===== src/hw/rtl/mlomq_ram.sv =====
// ----------------------------------------------------------------------------
// mlomq_ram
// Generic single write port, single read port RAM with registered read.
// ----------------------------------------------------------------------------
`timescale 1ns / 1ps
`default_nettype none

module mlomq_ram #(
  parameter int WIDTH = 8,
  parameter int DEPTH = 16
) (
  input  wire logic                     clk,
  input  wire logic                     wr_en,
  input  wire logic [$clog2(DEPTH)-1:0] wr_addr,
  input  wire logic [WIDTH-1:0]         wr_data,
  input  wire logic [$clog2(DEPTH)-1:0] rd_addr,
  output logic      [WIDTH-1:0]         rd_data
);

  logic [WIDTH-1:0] mem [DEPTH];

  always_ff @(posedge clk) begin
    if (wr_en) begin
      mem[wr_addr] <= wr_data;
    end
    rd_data <= mem[rd_addr];
  end

endmodule

`default_nettype wire

===== config.mk =====
export PLATFORM = sky130hd
export DESIGN_NAME = mlomq_ram
export DESIGN_NICKNAME = d
export VERILOG_FILES = /design/src/hw/rtl/mlomq_ram.sv
export SDC_FILE = /design/constraint.sdc
export NUM_CORES = 1
export LEC_CHECK = 0
export ABC_AREA = 1
export BUFFER_PORTS_ARGS = -buffer_cell sky130_fd_sc_hd__buf_4
export CORE_UTILIZATION = 55
export DETAILED_ROUTE_END_ITERATION = 8
export GPL_ROUTABILITY_DRIVEN = 0
export GPL_TIMING_DRIVEN = 0
export PLACE_DENSITY = 0.75
export SETUP_SLACK_MARGIN = 0.2
export SYNTH_ARGS = -nofsm -noshare
export SYNTH_HDL_FRONTEND = slang
export SYNTH_SLANG_ARGS = --single-unit
export TNS_END_PERCENT = 20

===== constraint.sdc =====
create_clock -name clk -period 1.2 [get_ports clk]
set_clock_uncertainty 0.1 [all_clocks]
set_input_delay 0.24 -clock clk [delete_from_list [all_inputs] [get_ports clk]]
set_output_delay 0.24 -clock clk [all_outputs]
set_load 0.05 [all_outputs]

==> flow_summary.yaml <==
clocking:
  numCtsBuffers: 17
  clkTransAtPathRegs_ns: 0.06
  cts_tree: "yes"
  cts_max_level: 4
  root_buffer: "clkbuf_8"
  cts_sinks: 136
  postCtsSetupBuffers: 0
  clk_latency_ns: 0.54
  cts.path.max_buffers: 2
sta:
  fin_ws_ns: -0.156
  finalCritPeriodShare: 1.13
  period_minus_slack_ns: 1.36
  fmax_ghz: 0.737
  tns_ns: -1.14
  relSlewSlack: 0.640
  worstMarginPinSlew_ns: 0.538
  setup_viol_count_final: 8
  grt_setup_unrepaired: "yes"
  report.final.slew_viol_count: 0
  hold_viol_final: 0
worst_setup_path:
  crit_family: "flip-flops"
  worstSetupPathType: "register to primary output"
  cpPeakStageDelay_ns: 0.34
  cp-start-kind: "register"
  required_ns: 0.86
  path_cells: "buf_8"
  cp.buffers_inverters: 1
  cp_slowest_cell: "dfxtp_2"
  cp.arrival_ns: 1.02
  cp-end-kind: "primary output"
  crit_fanout: 1
synthesis:
  synth_flop_cell: "edfxtp_1"
  synth.most_common_cell: "nand2_1"
  syn_area_sq_mm: 0.00577
  synthTopCellsByArea: "edfxtp_1, nand2_1, nand3_1"
  synth_commonest_cells: "nand2_1, edfxtp_1, inv_1"
  yosysUniqueCellTypes: 12
  yosys.area.top_type: "edfxtp_1"
  async_flop_share: 0
  ys_seq_area_frac: 0.694
  synthCells: 551
  synth_edf_count: 128
  syn_avg_cell_area_sq_um: 10.5
  synth-seq-cells: 136
  yosys_warnings: 0
  synth_top_area_frac: 0.667
  synth_nets: 569
floorplanning:
  dieArea_sq_mm: 0.0109
  die_h_um: 104
  coreArea_sq_mm: 0.0102
  start_util: 0.564
  ios: 26
  fp-row-count: 37
  die-width_um: 104
pwr:
  total_power_mw: 11.7
  p_leak_nw: 3.10
  combPwrFrac: 0.091
  p_per_area_mw_per_mm2: 1590
  clkPwrFrac: 0.450
  vdd_drop_max_v: 0.00104
  power_switching_share: 0.230
  power.switching_mw: 2.69
  pwr-share-seq: 0.458
  p_int_mw: 9.00
hold_path:
  hold_class: "input pin to register"
cells_and_area:
  synthToLayoutAreaGrowth_pct: 27.8
  finalNetCount: 618
  drive_gt1_frac: 0.324
  diodes: 0
  final_area_sq_mm: 0.00737
  fillers: 623
  fin_util: 0.720
route:
  ant_nets: 0
  drt_iter0_markers: 549
  vias_per_cell: 5.70
  routedWlPerCell_um: 20.1
  drc: 0
  num_vias: 4263
  firstDrtPassIters: 5
  wirelength_mm: 15.0
grt:
  gr-total-overflow: 0
  grt_pass1_vias: 3925
  top_usage_layer: "met2"
  met1_usage: 0.366
  antenna_found_initial: 0
  grt_max_degree: 17
  grt_usage: 0.274
  groute.layer.met3.usage: 0.0620
  grt_pass1_wl_mm: 21.5
  gr-usage-met2: 0.430
place:
  place_ws_ns: -0.417
  placed_area_sq_mm: 0.00614
  numPortBuffers: 22
  dpl.hpwl_mm: 8.71
run_status:
  status: "finished, violations left"
  failed_checks: "negative setup slack"
run:
  maxCapViolCount: 0
==> worst paths after layout <==
path | from | to | slack [ns] | depth (start not counted)
max | rd_data[5] | rd_data[5] | -0.16 | 1
min | rd_addr[2] | rd_data[1] | 0.06 | 4
max reg2reg | mem[14][6] | rd_data[6] | 0.08 | 6
min reg2reg | mem[6][2] | rd_data[2] | 0.63 | 6
==> cell type report <==
cell class | instances | area [sq um] | area share
sequential | 136 | 4010 | 0.545
multi-input combinational | 289 | 1730 | 0.235
clock buffer | 18 | 418 | 0.0567
inverter | 102 | 383 | 0.0520
timing repair buffer | 30 | 302 | 0.0409
clock inverter | 13 | 180 | 0.0245
tap | 136 | 170 | 0.0231
buffer | 24 | 168 | 0.0228
==> sequential cells by signal (all words and copies together), names as in the netlist <==
name,flops
rd_data,8
mem,128
==> metal layers <==
layer	vias to the layer above	wire length [um]
li1	1872	-
met5	-	0
met1	2022	5740
met2	312	7160
met4	0	585
met3	57	1510
==> cells in the final DEF (no fill, tap or decap), drive strengths merged <==
cell type,n
nand2,173
edfxtp,128
inv,102
nand3,97
buf,45
clkbuf,19
nor2,17
dlygate4sd3,8
dfxtp,8
clkinvlp,5
bufinv,4
clkinv,4
nand3b,2
==> per-stage QoR <==
step / cells / hold slack, ns
CTS: 748 / 0.0162
finish: 748 / 0.0553
floorplan: 551 / 0.239
global route: 748 / 0.0579
global placement: 709 / 0.493
detailed placement: 709 / 0.499
==> repair_timing <==
action / 4_1_cts / 5_1_grt
gates resized for setup: 72 / 64
hold buffers: 8 / 0
endpoints found under the setup margin: 86 / 128
hold endpoints to repair: 128 / 0
pin swaps: 39 / 40
==> cells by family after synthesis <==
kind of cell / Yosys count / synth area share
flip-flops: 136 / 0.694
buffers and inverters: 126 / 0.0952
AND/OR/NAND/NOR: 289 / 0.210
==> power groups by stage <==
stage               clock, mW  sequential (mW)  combinational (mW)
finish                   5.26             5.36                1.07
global route             5.43             5.36                1.11
CTS                      5.24             5.35               0.946
detailed placement          0             5.44               0.820
global placement            0             5.43               0.800
floorplan                   0             5.54               0.385
Power figures use the tool's default switching activity.
